==> src/design/afrt_pkg.sv <==
// Shared constants, codes, interface structs and helpers of the fragment ring tracker
package afrt_pkg;

	localparam int MAX_FRAGS     = 16;
	localparam int MAX_FRAG_SIZE = 4096;
	localparam int RESULT_LIMIT  = 16;

	localparam int CNT_W   = 5;
	localparam int SIZE_W  = 13;
	localparam int IDX_W   = 4;
	localparam int FILL_W  = 12;
	localparam int OFF_W   = 16;
	localparam int BYTES_W = 16;
	localparam int POS_W   = 13;
	localparam int DELAY_W = 17;
	localparam int NRES_W  = 4;
	localparam int CFG_IDX_W  = 2;
	localparam int CFG_DATA_W = 13;

	// Input command codes
	typedef enum logic [1:0] {
		CMD_XFER      = 2'd0,
		CMD_FRAG_DONE = 2'd1,
		CMD_CLEAR     = 2'd2
	} cmd_code_t;

	// Configuration register indexes
	typedef enum logic [CFG_IDX_W-1:0] {
		CFG_FRAG_COUNT  = 2'd0,
		CFG_FRAG_SIZE   = 2'd1,
		CFG_RECORD_MODE = 2'd2
	} cfg_reg_t;

	// Controller to datapath commands
	typedef struct packed {
		logic accept;
		logic exec;
		logic emit;
	} ctl_t;

	// Datapath to controller status, valid during exec
	typedef struct packed {
		logic emit;
		logic last;
	} stat_t;

	// Fragment count as used: 0 acts as 1, clipped at the ring size
	function automatic logic [CNT_W-1:0] eff_count(input logic [CNT_W-1:0] c);
		logic [CNT_W-1:0] r;
		r = c;
		if (c == '0) r = CNT_W'(1);
		else if (c > CNT_W'(MAX_FRAGS)) r = CNT_W'(MAX_FRAGS);
		return r;
	endfunction

	// Fragment size as used: 0 acts as 1, clipped at the maximum size
	function automatic logic [SIZE_W-1:0] eff_size(input logic [SIZE_W-1:0] s);
		logic [SIZE_W-1:0] r;
		r = s;
		if (s == '0) r = SIZE_W'(1);
		else if (s > SIZE_W'(MAX_FRAG_SIZE)) r = SIZE_W'(MAX_FRAG_SIZE);
		return r;
	endfunction

	// Ring index advance; anything at or past the last fragment wraps to 0
	function automatic logic [IDX_W-1:0] next_index(input logic [IDX_W-1:0] idx,
			input logic [CNT_W-1:0] cnt);
		logic [IDX_W-1:0] r;
		r = idx + IDX_W'(1);
		if ({1'b0, idx} >= cnt - CNT_W'(1)) r = '0;
		return r;
	endfunction

endpackage

==> src/design/afrt_ctrl.sv <==
// Sequencing controller of the fragment ring tracker
module afrt_ctrl import afrt_pkg::*; (
	input  logic  clk,
	input  logic  arst_n,
	input  logic  start,
	input  stat_t stat,
	output logic  busy,
	output ctl_t  ctl
);

	typedef enum logic [1:0] {
		S_IDLE,
		S_WAIT,
		S_EXEC,
		S_EMIT
	} state_t;

	state_t state_q;
	logic   pend_q;
	logic   last_q;

	// State, pending-result flag and final-result flag
	always_ff @(posedge clk or negedge arst_n) begin
		if (!arst_n) begin
			state_q <= S_IDLE;
			pend_q  <= 1'b0;
			last_q  <= 1'b0;
		end else begin
			case (state_q)
				S_IDLE: begin
					if (start) begin
						state_q <= S_WAIT;
						pend_q  <= 1'b0;
					end
				end
				// products settle from the updated state
				S_WAIT: begin
					state_q <= pend_q ? S_EMIT : S_EXEC;
				end
				S_EXEC: begin
					pend_q  <= stat.emit;
					last_q  <= stat.last;
					state_q <= S_WAIT;
				end
				S_EMIT: begin
					pend_q  <= 1'b0;
					state_q <= last_q ? S_IDLE : S_EXEC;
				end
				default: begin
					state_q <= S_IDLE;
				end
			endcase
		end
	end

	// Commands follow the state
	assign busy       = (state_q != S_IDLE);
	assign ctl.accept = (state_q == S_IDLE) && start;
	assign ctl.exec   = (state_q == S_EXEC);
	assign ctl.emit   = (state_q == S_EMIT);

endmodule

==> src/design/afrt_dp.sv <==
// Datapath of the fragment ring tracker: config, ring state, segment math, result registers
module afrt_dp import afrt_pkg::*; (
	input  logic                  clk,
	input  logic                  arst_n,
	input  ctl_t                  ctl,
	output stat_t                 stat,
	input  logic [1:0]            cmd,
	input  logic [BYTES_W-1:0]    byte_count,
	input  logic [POS_W-1:0]      current_position,
	input  logic                  cfg_we,
	input  logic [CFG_IDX_W-1:0]  cfg_index,
	input  logic [CFG_DATA_W-1:0] cfg_data,
	output logic                  result_strobe,
	output logic [OFF_W-1:0]      seg_offset,
	output logic [SIZE_W-1:0]     seg_length,
	output logic                  last,
	output logic                  start_pulse,
	output logic                  stop_pulse,
	output logic                  running,
	output logic [CNT_W-1:0]      free_frags,
	output logic [IDX_W-1:0]      hw_index,
	output logic [DELAY_W-1:0]    delay_bytes
);

	// Configuration and ring state
	logic [CNT_W-1:0]  frag_count_q;
	logic [SIZE_W-1:0] frag_size_q;
	logic              record_q;
	logic [IDX_W-1:0]  sw_q;
	logic [IDX_W-1:0]  hw_q;
	logic [CNT_W-1:0]  credits_q;
	logic [FILL_W-1:0] fill_q;
	logic              run_q;
	logic              start_q;
	logic [NRES_W-1:0] nres_q;
	logic              strobe_q;

	// Latched item and per-result payload
	logic [1:0]         cmd_q;
	logic [BYTES_W-1:0] rem_q;
	logic [POS_W-1:0]   pos_q;
	logic [OFF_W-1:0]   base_q;
	logic [DELAY_W-1:0] prod_q;
	logic               seg_q;
	logic [OFF_W-1:0]   seg_off_q;
	logic [SIZE_W-1:0]  seg_len_q;
	logic               res_last_q;
	logic               res_start_q;
	logic               res_stop_q;
	logic [OFF_W-1:0]   seg_offset_q;
	logic [SIZE_W-1:0]  seg_length_q;
	logic               last_q;
	logic               start_pulse_q;
	logic               stop_pulse_q;
	logic               running_q;
	logic [CNT_W-1:0]   free_frags_q;
	logic [IDX_W-1:0]   hw_index_q;
	logic [DELAY_W-1:0] delay_bytes_q;

	logic [CNT_W-1:0]   cnt;
	logic [SIZE_W-1:0]  size;
	logic [CNT_W-1:0]   queued;
	logic [DELAY_W-1:0] base_full;
	logic [DELAY_W-1:0] prod_full;
	logic               has_room;
	logic [SIZE_W-1:0]  room;
	logic               no_credit;
	logic               has_seg;
	logic [SIZE_W-1:0]  seg_len;
	logic [SIZE_W-1:0]  fill_sum;
	logic               full;
	logic [BYTES_W-1:0] rem_next;
	logic [CNT_W-1:0]   credits_dec;
	logic [CNT_W-1:0]   credits_x;
	logic               start_x;
	logic [IDX_W-1:0]   hw_next;
	logic [CNT_W-1:0]   credits_inc;
	logic               stop_x;
	logic [OFF_W-1:0]   cur_off;
	logic [DELAY_W-1:0] d_sub;
	logic [DELAY_W-1:0] delay;

	assign cnt  = eff_count(frag_count_q);
	assign size = eff_size(frag_size_q);

	// Ring base and queued-bytes products, refreshed every cycle
	assign queued    = (cnt > credits_q) ? cnt - credits_q : '0;
	assign base_full = DELAY_W'(size) * DELAY_W'(sw_q);
	assign prod_full = DELAY_W'(size) * DELAY_W'(queued);

	// One copy iteration of a transfer
	assign has_room    = {1'b0, fill_q} < size;
	assign room        = size - {1'b0, fill_q};
	assign no_credit   = (credits_q == '0);
	assign has_seg     = !no_credit && (rem_q != '0) && has_room;
	assign seg_len     = ({3'b0, room} > rem_q) ? rem_q[SIZE_W-1:0] : room;
	assign fill_sum    = {1'b0, fill_q} + seg_len;
	assign full        = !no_credit && (has_seg ? (fill_sum >= size) : !has_room);
	assign rem_next    = has_seg ? rem_q - BYTES_W'(seg_len) : rem_q;
	assign credits_dec = credits_q - CNT_W'(1);
	assign credits_x   = full ? credits_dec : credits_q;
	assign start_x     = start_q | (full & !record_q);

	// Fragment-done update
	assign hw_next     = next_index(hw_q, cnt);
	assign credits_inc = (credits_q < cnt) ? credits_q + CNT_W'(1) : credits_q;
	assign stop_x      = (credits_inc == cnt);

	// Result decision for the controller
	always_comb begin
		stat.emit = 1'b1;
		stat.last = 1'b1;
		case (cmd_q)
			CMD_XFER: begin
				if (has_seg) begin
					stat.last = !(full && (rem_next != '0) &&
						(nres_q != NRES_W'(RESULT_LIMIT - 1)) && (credits_x != '0));
				end else begin
					stat.emit = no_credit || !full || (rem_q == '0);
				end
			end
			default: begin
				stat.emit = 1'b1;
				stat.last = 1'b1;
			end
		endcase
	end

	// Status fields at emit time
	assign cur_off = base_q + OFF_W'(fill_q);
	assign d_sub   = (prod_q > DELAY_W'(pos_q)) ? prod_q - DELAY_W'(pos_q) : '0;
	assign delay   = run_q ? d_sub + DELAY_W'(fill_q) : '0;

	// Config registers and ring state
	always_ff @(posedge clk or negedge arst_n) begin
		if (!arst_n) begin
			frag_count_q <= CNT_W'(MAX_FRAGS);
			frag_size_q  <= SIZE_W'(MAX_FRAG_SIZE);
			record_q     <= 1'b0;
			sw_q         <= '0;
			hw_q         <= '0;
			credits_q    <= CNT_W'(MAX_FRAGS);
			fill_q       <= '0;
			run_q        <= 1'b0;
			start_q      <= 1'b0;
			nres_q       <= '0;
			strobe_q     <= 1'b0;
		end else begin
			strobe_q <= ctl.emit;
			if (cfg_we) begin
				case (cfg_index)
					CFG_FRAG_COUNT:  frag_count_q <= cfg_data[CNT_W-1:0];
					CFG_FRAG_SIZE:   frag_size_q  <= cfg_data;
					CFG_RECORD_MODE: record_q     <= cfg_data[0];
					default: ;
				endcase
			end
			if (ctl.accept) begin
				nres_q  <= '0;
				start_q <= (cmd == CMD_XFER) && record_q;
				if ((cmd == CMD_XFER) && record_q) run_q <= 1'b1;
			end
			if (ctl.exec) begin
				case (cmd_q)
					CMD_XFER: begin
						if (full) begin
							sw_q      <= next_index(sw_q, cnt);
							credits_q <= credits_dec;
							fill_q    <= '0;
							if (!record_q) run_q <= 1'b1;
						end else if (has_seg) begin
							fill_q <= fill_sum[FILL_W-1:0];
						end
						start_q <= has_seg ? 1'b0 : start_x;
						if (has_seg) nres_q <= nres_q + NRES_W'(1);
					end
					CMD_FRAG_DONE: begin
						hw_q      <= hw_next;
						credits_q <= credits_inc;
						if (stop_x) run_q <= 1'b0;
					end
					CMD_CLEAR: begin
						sw_q      <= '0;
						hw_q      <= '0;
						credits_q <= record_q ? '0 : cnt;
						fill_q    <= '0;
						run_q     <= 1'b0;
					end
					default: ;
				endcase
			end
		end
	end

	// Item latch, products and result payload
	always_ff @(posedge clk) begin
		base_q <= base_full[OFF_W-1:0];
		prod_q <= prod_full;
		if (ctl.accept) begin
			cmd_q <= cmd;
			rem_q <= byte_count;
			pos_q <= current_position;
		end
		if (ctl.exec) begin
			rem_q       <= rem_next;
			seg_q       <= (cmd_q == CMD_XFER) && has_seg;
			seg_off_q   <= cur_off;
			seg_len_q   <= seg_len;
			res_last_q  <= stat.last;
			res_start_q <= (cmd_q == CMD_XFER) && start_x;
			res_stop_q  <= (cmd_q == CMD_FRAG_DONE) && stop_x;
		end
		if (ctl.emit) begin
			seg_offset_q  <= seg_q ? seg_off_q : cur_off;
			seg_length_q  <= seg_q ? seg_len_q : '0;
			last_q        <= res_last_q;
			start_pulse_q <= res_start_q;
			stop_pulse_q  <= res_stop_q;
			running_q     <= run_q;
			free_frags_q  <= credits_q;
			hw_index_q    <= hw_q;
			delay_bytes_q <= delay;
		end
	end

	assign result_strobe = strobe_q;
	assign seg_offset    = seg_offset_q;
	assign seg_length    = seg_length_q;
	assign last          = last_q;
	assign start_pulse   = start_pulse_q;
	assign stop_pulse    = stop_pulse_q;
	assign running       = running_q;
	assign free_frags    = free_frags_q;
	assign hw_index      = hw_index_q;
	assign delay_bytes   = delay_bytes_q;

endmodule

==> src/design/audio_fragment_ring_tracker.sv <==
// Top level of the audio DMA fragment ring tracker
//
// Usage:
//   Command channel: an item (cmd, byte_count, current_position) transfers at a
//   rising edge with start high and busy low. cmd: transfer, fragment done, clear.
//   Result channel: each result is on the outputs for one cycle with
//   result_strobe high; the receiver has no way to stall it. last marks the
//   final result of an item, after which busy is already low.
//   Config port: cfg_we/cfg_index/cfg_data write frag_count, frag_size and
//   record_mode; write only while busy is low.
// Timing:
//   Each result passes through the state update, the product settle and the result
//   register. A transfer that first closes an overfull fragment passes through an
//   extra state update before its first result. The port takes a new item only
//   after the last result of the previous one, when busy is low again. The product
//   registers between state update and result set this pacing.
// Reset:
//   arst_n low returns to idle, 16 fragments of 4096 bytes, playback, all
//   indexes and fill at 0, 16 credits, stream stopped.
module audio_fragment_ring_tracker import afrt_pkg::*; (
	input  logic                  clk,
	input  logic                  arst_n,
	input  logic                  start,
	output logic                  busy,
	input  logic [1:0]            cmd,
	input  logic [BYTES_W-1:0]    byte_count,
	input  logic [POS_W-1:0]      current_position,
	input  logic                  cfg_we,
	input  logic [CFG_IDX_W-1:0]  cfg_index,
	input  logic [CFG_DATA_W-1:0] cfg_data,
	output logic                  result_strobe,
	output logic [OFF_W-1:0]      seg_offset,
	output logic [SIZE_W-1:0]     seg_length,
	output logic                  last,
	output logic                  start_pulse,
	output logic                  stop_pulse,
	output logic                  running,
	output logic [CNT_W-1:0]      free_frags,
	output logic [IDX_W-1:0]      hw_index,
	output logic [DELAY_W-1:0]    delay_bytes
);

	ctl_t  ctl;
	stat_t stat;

	// Sequencer
	afrt_ctrl u_ctrl (
		.clk    (clk),
		.arst_n (arst_n),
		.start  (start),
		.stat   (stat),
		.busy   (busy),
		.ctl    (ctl)
	);

	// Ring state and result datapath
	afrt_dp u_dp (
		.clk              (clk),
		.arst_n           (arst_n),
		.ctl              (ctl),
		.stat             (stat),
		.cmd              (cmd),
		.byte_count       (byte_count),
		.current_position (current_position),
		.cfg_we           (cfg_we),
		.cfg_index        (cfg_index),
		.cfg_data         (cfg_data),
		.result_strobe    (result_strobe),
		.seg_offset       (seg_offset),
		.seg_length       (seg_length),
		.last             (last),
		.start_pulse      (start_pulse),
		.stop_pulse       (stop_pulse),
		.running          (running),
		.free_frags       (free_frags),
		.hw_index         (hw_index),
		.delay_bytes      (delay_bytes)
	);

endmodule

==> config.mk <==
export PLATFORM = sky130hd
export DESIGN_NAME = audio_fragment_ring_tracker
export DESIGN_NICKNAME = d
export VERILOG_FILES = /design/src/design/afrt_pkg.sv /design/src/design/afrt_ctrl.sv /design/src/design/afrt_dp.sv /design/src/design/audio_fragment_ring_tracker.sv
export SDC_FILE = /design/constraint.sdc
export NUM_CORES = 1
export LEC_CHECK = 0
export ABC_CLOCK_PERIOD_IN_PS = 25900
export BUFFER_PORTS_ARGS = -buffer_cell sky130_fd_sc_hd__buf_2
export CAP_MARGIN = 20
export CORE_UTILIZATION = 67
export DETAILED_ROUTE_END_ITERATION = 6
export GPL_TIMING_DRIVEN = 0
export PLACE_DENSITY = 0.89
export SYNTH_ARGS = -nofsm -noshare
export SYNTH_HDL_FRONTEND = slang
export SYNTH_SLANG_ARGS = --single-unit
==> constraint.sdc <==
create_clock -name clk -period 25.9 [get_ports clk]
set_input_delay 1.295 -clock clk [delete_from_list [all_inputs] [get_ports clk]]
set_output_delay 1.295 -clock clk [all_outputs]
set_load 0.05 [all_outputs]
==> results by group, run 1 <==
Worst setup path
  • Worst setup EP type: register
  • Crit Path Class: reg -> reg
  • CP Data Arrival Time: 11.98 ns
  • Critical path's largest stage delay: 0.57 ns
  • Most frequent cell on the critical path: a21oi_1
  • Crit-path slowest cell: nor2_1
  • Crit path max fanout: 10
  • Worst Setup Start Kind: register
  • WP data required: 26.36 ns

Flow run
  • Max-Cap Viols: 0

Final layout
  • Post-route core utilization: 76.01%
  • Nets: 2,067
  • N_diodes: 0
  • Post-route cell area: 17,790 µm²
  • Area grow syn2layout: 11.55%
  • Layout cells sized above 1: 12.34%

Routing
  • DR pass1 iterations: 6
  • ANT nets after route: 0
  • Residual DRC: 0
  • Vias: 12,990
  • Final WL: 39,440 µm
  • Initial drt markers: 1,201
  • Wirelength per Cell: 18.55 µm
  • Via density: 6.111

Clock network
  • Cell at the root of the clock tree: clkbuf_16
  • Num Clock Sinks: 211
  • Clk slew on worst S/H paths: 0.06 ns
  • Post-CTS Setup Bufs: 0
  • CTS Buffer Depth: 3
  • CTS tree: built
  • Cts bufs inserted: 24
  • # hold bufs at CTS: 0
  • Clock Latency Late Sink: 0.53 ns
  • H-tree depth: 1
  • CTS resizes: 0

Yosys
  • Yosys top cell area share: 23.16%
  • Synth warn: 0
  • Post-Syn Nets: 1,926
  • Cell taking the most area after synthesis: edfxtp_1
  • Register bit total from synthesis: 211
  • Post-synthesis area per instance: 9.676 µm²
  • Top FF cell, synth: edfxtp_1
  • Top cells by area, synth: edfxtp_1, ha_1, dfrtp_1
  • Ys async rst share: 26.07%
  • Sequential share of the synthesized area: 35.96%
  • EDFF count, synth: 123
  • Post-Syn Area: 15,950 µm²
  • Syn Inst Count: 1,648
  • Synth cell types: 70

Timing
  • Setup TNS: 0 ns
  • Final worst slack: 14.38 ns
  • Worst-margin pin slew: 1.006 ns
  • RSZ-0062 raised after global routing: no
  • Post-layout minimum cycle time: 11.52 ns
  • Relative slew slack: 32.25%
  • Final hold viol count: 0
  • Count of final setup violators: 0
  • Max-slew violation count: 0
  • Clock skew: 0.01824 ns
  • Maximum clock rate: 0.08680 GHz
  • Fin crit share: 44.48%

Global route
  • Vias in the first global route: 12,850
  • Antenna violations before repair: 0
  • Gr usage total: 33.15%
  • First-pass GRT wire length: 63,490 µm
  • Largest net degree at the start of global routing: 46
  • Overflow after GRT: 0

Floorplanning
  • Core area: 23,400 µm²
  • Die X: 156.3 µm
  • FP Rows: 56
  • IO Pins: 111
  • Starting Density: 68.14%
  • Die Area: 24,420 µm²
  • Die Y: 156.3 µm

Placement
  • Worst slack at placement: 14.98 ns
  • GPL Wtd Cong: 0.9569
  • Area post-placement: 16,990 µm²
  • IO buf count: 110
  • DP HPWL: 30,040 µm

Min path
  • Worst Hold Class: reg -> reg

Status
  • Status: completed
## cell families after synthesis
kind of cell    count (synthesis)  synth area share (%)
fa+ha+maj                     228                 20.76
simple gates                  519                 15.83
compound gates                333                 13.38
flops                         211                 35.96
xor+xnor                      109                 5.987
mux                            48                 3.366
buf+inv                       200                 4.723
## sequential cells by signal (all words and copies together) (netlist names), 4 cells and up
name               count
u_dp.hw_q              4
u_dp.base_q           16
u_dp.rem_q            16
u_dp.hw_index          4
u_dp.credits_q         5
u_dp.frag_count_q      5
u_dp.frag_size_q      13
u_dp.nres_q            4
u_dp.prod_q           17
u_dp.seg_length       13
u_dp.delay_bytes      17
u_dp.free_frags        5
u_dp.seg_offset       16
u_dp.seg_off_q        16
u_dp.sw_q              4
u_dp.pos_q            13
u_dp.fill_q           12
u_dp.seg_len_q        13
## synth_stat cells (12+ instances only)
cell and instances:
a21oi_1 91, ha_1 167, inv_1 156, and3_1 12, nand2_1 143, o21a_1 19
and2_1 33, nand2b_1 23, nor2b_1 38, nor2_1 143, or3_1 18, a22o_1 12
nand3_1 23, clkbuf_1 39, fa_1 61, a21o_1 28, xnor2_1 72, a211oi_1 13
dfxtp_1 33, edfxtp_1 123, nor3_1 34, dfrtp_1 52, o21ai_0 87, mux2_2 45
nand4_1 13, xor2_1 37
## worst max-delay path: cells and delay by family, from the launching register on
kind / cells / cell delay, ns
multiplexers: 1 / 0.30
flip-flops: 1 / 0.40
buffers and inverters: 3 / 1.31
AO/OA/AOI/OAI: 19 / 4.74
AND/OR/NAND/NOR: 10 / 1.97
XOR/XNOR: 2 / 0.62
adder cells (fa/ha/maj): 6 / 2.08
## final timing paths
path	startpoint	to	slack, ns	cells after the start
hold reg to reg	u_dp.res_stop_q	u_dp.stop_pulse	0.42	0
setup / recovery	u_dp.frag_size_q[3]	u_dp.fill_q[4]	14.38	41
hold / removal	u_dp.res_stop_q	u_dp.stop_pulse	0.42	0
min in group asynchronous	arst_n	u_dp.hw_q[2]	0.74	1
setup reg to reg	u_dp.frag_size_q[3]	u_dp.fill_q[4]	14.38	41
max in group asynchronous	arst_n	u_dp.credits_q[4]	24.54	2
## layout by cell type (no fill, tap or decap), drive strengths merged, types with 34 or more instances in the layout
cell	instances
ha	167
inv	158
nor2	143
nand2	143
edfxtp	123
buf	120
a21oi	91
o21ai	88
xnor2	72
clkbuf	68
fa	61
dfrtp	52
mux2	45
nor2b	38
xor2	37
nor3	34
and2	34
## cell type report
type                    count  area (µm²)
fillers                  1636        5614
flip-flops and latches    211        5734
plain buffers              44       168.9
repair buffers            115       636.9
multi-input cells        1237        9463
inverters                 156       585.6
clock buffers              29       640.6
clock inverters            15       160.2
well taps                 319       399.1
## routing by layer
layer | share of wire (%) | vias up | track usage (%)
li1 | - | 6058 | -
met1 | 41 | 6227 | 42.47
met2 | 48 | 565 | 56.40
met3 | 7.0 | 142 | 4.652
met4 | 4.3 | 0 | 13.87
met5 | 0 | - | 0
## per-stage QoR
step           hold WS [ns]  std cells
5_1_grt              0.4338       2126
2_1_floorplan        0.4003       1648
3_5_place_dp         0.4057       2082
4_1_cts              0.4198       2126
3_3_place_gp         0.4024       2077
6_report             0.4226       2126
Power of run 1 is not shown: default switching activity piles up to over one toggle a cycle in this logic, so the estimate is an artifact.
==> inputs of run 2 (changes only) <==
--- a/config.mk
+++ b/config.mk
@@ -5,13 +5,13 @@
 export SDC_FILE = /design/constraint.sdc
 export NUM_CORES = 1
 export LEC_CHECK = 0
-export ABC_CLOCK_PERIOD_IN_PS = 25900
+export ABC_CLOCK_PERIOD_IN_PS = 11750
 export BUFFER_PORTS_ARGS = -buffer_cell sky130_fd_sc_hd__buf_2
 export CAP_MARGIN = 20
-export CORE_UTILIZATION = 67
+export CORE_UTILIZATION = 62
 export DETAILED_ROUTE_END_ITERATION = 6
 export GPL_TIMING_DRIVEN = 0
-export PLACE_DENSITY = 0.89
+export PLACE_DENSITY = 0.84
 export SYNTH_ARGS = -nofsm -noshare
 export SYNTH_HDL_FRONTEND = slang
 export SYNTH_SLANG_ARGS = --single-unit
==> constraint.sdc (replaced) <==
create_clock -name clk -period 11.75 [get_ports clk]
set_input_delay 0.5875 -clock clk [delete_from_list [all_inputs] [get_ports clk]]
set_output_delay 0.5875 -clock clk [all_outputs]
set_load 0.05 [all_outputs]
==> results by group, run 2 (synthesis results as in run 1) <==
Final layout
  • Nets: 2,068 (+0.048%)
  • Area grow syn2layout: 12.08%
  • Most frequent cells in the layout: ha_1, inv_1, nand2_1
  • N_diodes: 0 (unchanged)
  • Commonest non-fill, non-tap cell in the layout: ha_1
  • Layout cells sized above 1: 12.50% (+0.16 points)
  • Number of fill cells: 1,911 (+17%)

Worst setup path
  • Most frequent cell on the critical path: a21oi_1
  • Crit path max fanout: 10 (unchanged)
  • WP data required: 12.20 ns (-14.16 ns)
  • CP Data Arrival Time: 11.28 ns (-0.70 ns)
  • Worst setup EP type: register
  • Worst Setup Start Kind: register
  • Reg-to-Reg Start: u_dp.frag_size_q[6]
  • Reg2reg end: u_dp.fill_q[2]
  • Flop2flop setup slack: 0.92 ns (-13.46 ns)
  • Crit-path slowest cell: o31ai_1
  • FF-to-FF path depth: 41 (unchanged)
  • Crit Path Class: reg -> reg
  • Critical path's largest stage delay: 0.55 ns (-0.02 ns)

Routing
  • Final WL: 38,490 µm (-2.4%)
  • Vias: 12,730 (-2.0%)
  • DR pass1 iterations: 5 (-1)
  • ANT nets after route: 0 (unchanged)
  • Initial drt markers: 945 (-21%)
  • Residual DRC: 0 (unchanged)
  • Wirelength per Cell: 18.00 µm (-3.0%)
  • Via density: 5.954 (-2.6%)

Global route
  • Antenna violations before repair: 0 (unchanged)
  • First-pass GRT wire length: 62,110 µm (-2.2%)
  • Overflow after GRT: 0 (unchanged)
  • Gr usage total: 29.67% (-3.5 points)
  • Largest net degree at the start of global routing: 45 (-2.2%)
  • Vias in the first global route: 12,590 (-2.0%)

Timing
  • Maximum clock rate: 0.09234 GHz (+6.4%)
  • Relative slew slack: 32.77% (+0.53 points)
  • Fin Hold WS: 0.04099 ns (-0.3816 ns)
  • Setup TNS: 0 ns (unchanged)
  • RSZ-0062 raised after global routing: no
  • Fin crit share: 92.17% (+48 points)
  • Clock skew: 0.01466 ns (-0.003577 ns)
  • Worst-margin pin slew: 0.9979 ns (-0.007811 ns)
  • Post-layout minimum cycle time: 10.83 ns (-0.6906 ns)
  • Count of final setup violators: 0 (unchanged)
  • Max-slew violation count: 0 (unchanged)
  • Final hold viol count: 0 (unchanged)

Floorplanning
  • Die X: 162.4 µm (+3.9%)
  • Die Area: 26,370 µm² (+8.0%)
  • IO Pins: 111 (unchanged)
  • Starting Density: 63.33% (-4.8 points)
  • FP Rows: 58 (+3.6%)
  • Core area: 25,180 µm² (+7.6%)
  • Die Y: 162.4 µm (+3.9%)

Clock network
  • Clock Latency Late Sink: 0.53 ns (about the same)
  • CTS Buffer Depth: 3 (unchanged)
  • Clk slew on worst S/H paths: 0.06 ns (about the same)
  • CTS tree: built
  • Cts bufs inserted: 25 (+4.2%)
  • Cell at the root of the clock tree: clkbuf_16
  • # hold bufs at CTS: 0 (unchanged)
  • H-tree depth: 1 (unchanged)
  • Num Clock Sinks: 211 (unchanged)

Flow run
  • Max-Cap Viols: 0 (unchanged)

Placement
  • IO buf count: 110 (unchanged)
  • DP HPWL: 29,700 µm (-1.1%)
  • GPL Wtd Cong: 0.9335 (-2.4%)

Status
  • Status: completed

Min path
  • Worst Hold Class: in -> async
==> run 2: metal layers <==
layer	vias to the layer above	global-route usage (%)	routed length, µm
met5	-	0	0
met4	0	11.71	1504
met3	108	5.144	2561
met2	428	49.30	18220
met1	6135	38.53	16200
li1	6059	-	-
==> run 2: cell type report <==
class	instances	area, µm²	share of cell area (%)
flip-flops and latches	211	5734	32.08
clock buffers	33	695.7	3.892
multi-input cells	1237	9465	52.96
well taps	330	412.9	2.310
repair buffers	115	636.9	3.563
plain buffers	44	168.9	0.9451
inverters	156	585.6	3.276
clock inverters	12	172.7	0.9661
==> run 2: stage by stage <==
step                      area (µm²)  setup slack [ns]  std cells  util [%]
after floorplan                15950             3.264       1648         -
after global placement         16910             1.236       2088     67.15
after detailed placement       17000            0.9922       2093     67.51
after CTS                      17870            0.9234       2138     70.96
after global routing           17870            0.1588       2138     70.97
final                          17870            0.9202       2138     70.97
==> run 2: how the worst max path moves through the flow <==
stage	slack, ns	start	cells after the start	to
finish	0.92	u_dp.frag_size_q[6]	41	u_dp.fill_q[2]
global route	0.16	u_dp.frag_size_q[6]	41	u_dp.fill_q[5]
CTS	0.92	u_dp.frag_size_q[6]	41	u_dp.fill_q[2]
detailed placement	0.99	u_dp.frag_size_q[6]	41	u_dp.fill_q[2]
global placement	1.24	u_dp.frag_size_q[1]	41	u_dp.fill_q[1]
floorplan	3.26	u_dp.frag_size_q[3]	41	u_dp.fill_q[1]
==> run 2: worst max-delay path: cells and delay by family (launching register included) <==
family / cells / cell delay [ns]
simple gates: 10 / 1.73
flops: 1 / 0.40
mux: 1 / 0.26
buf+inv: 3 / 1.19
compound gates: 19 / 4.61
xor+xnor: 2 / 0.57
fa+ha+maj: 6 / 2.01
==> run 2: repair_timing <==
item | 4_1_cts | 5_1_grt
gates resized for setup | 0 | 1
endpoints found under the setup margin | 0 | 10
setup buffers | 0 | 0
Power of run 2 is left out for the same reason.
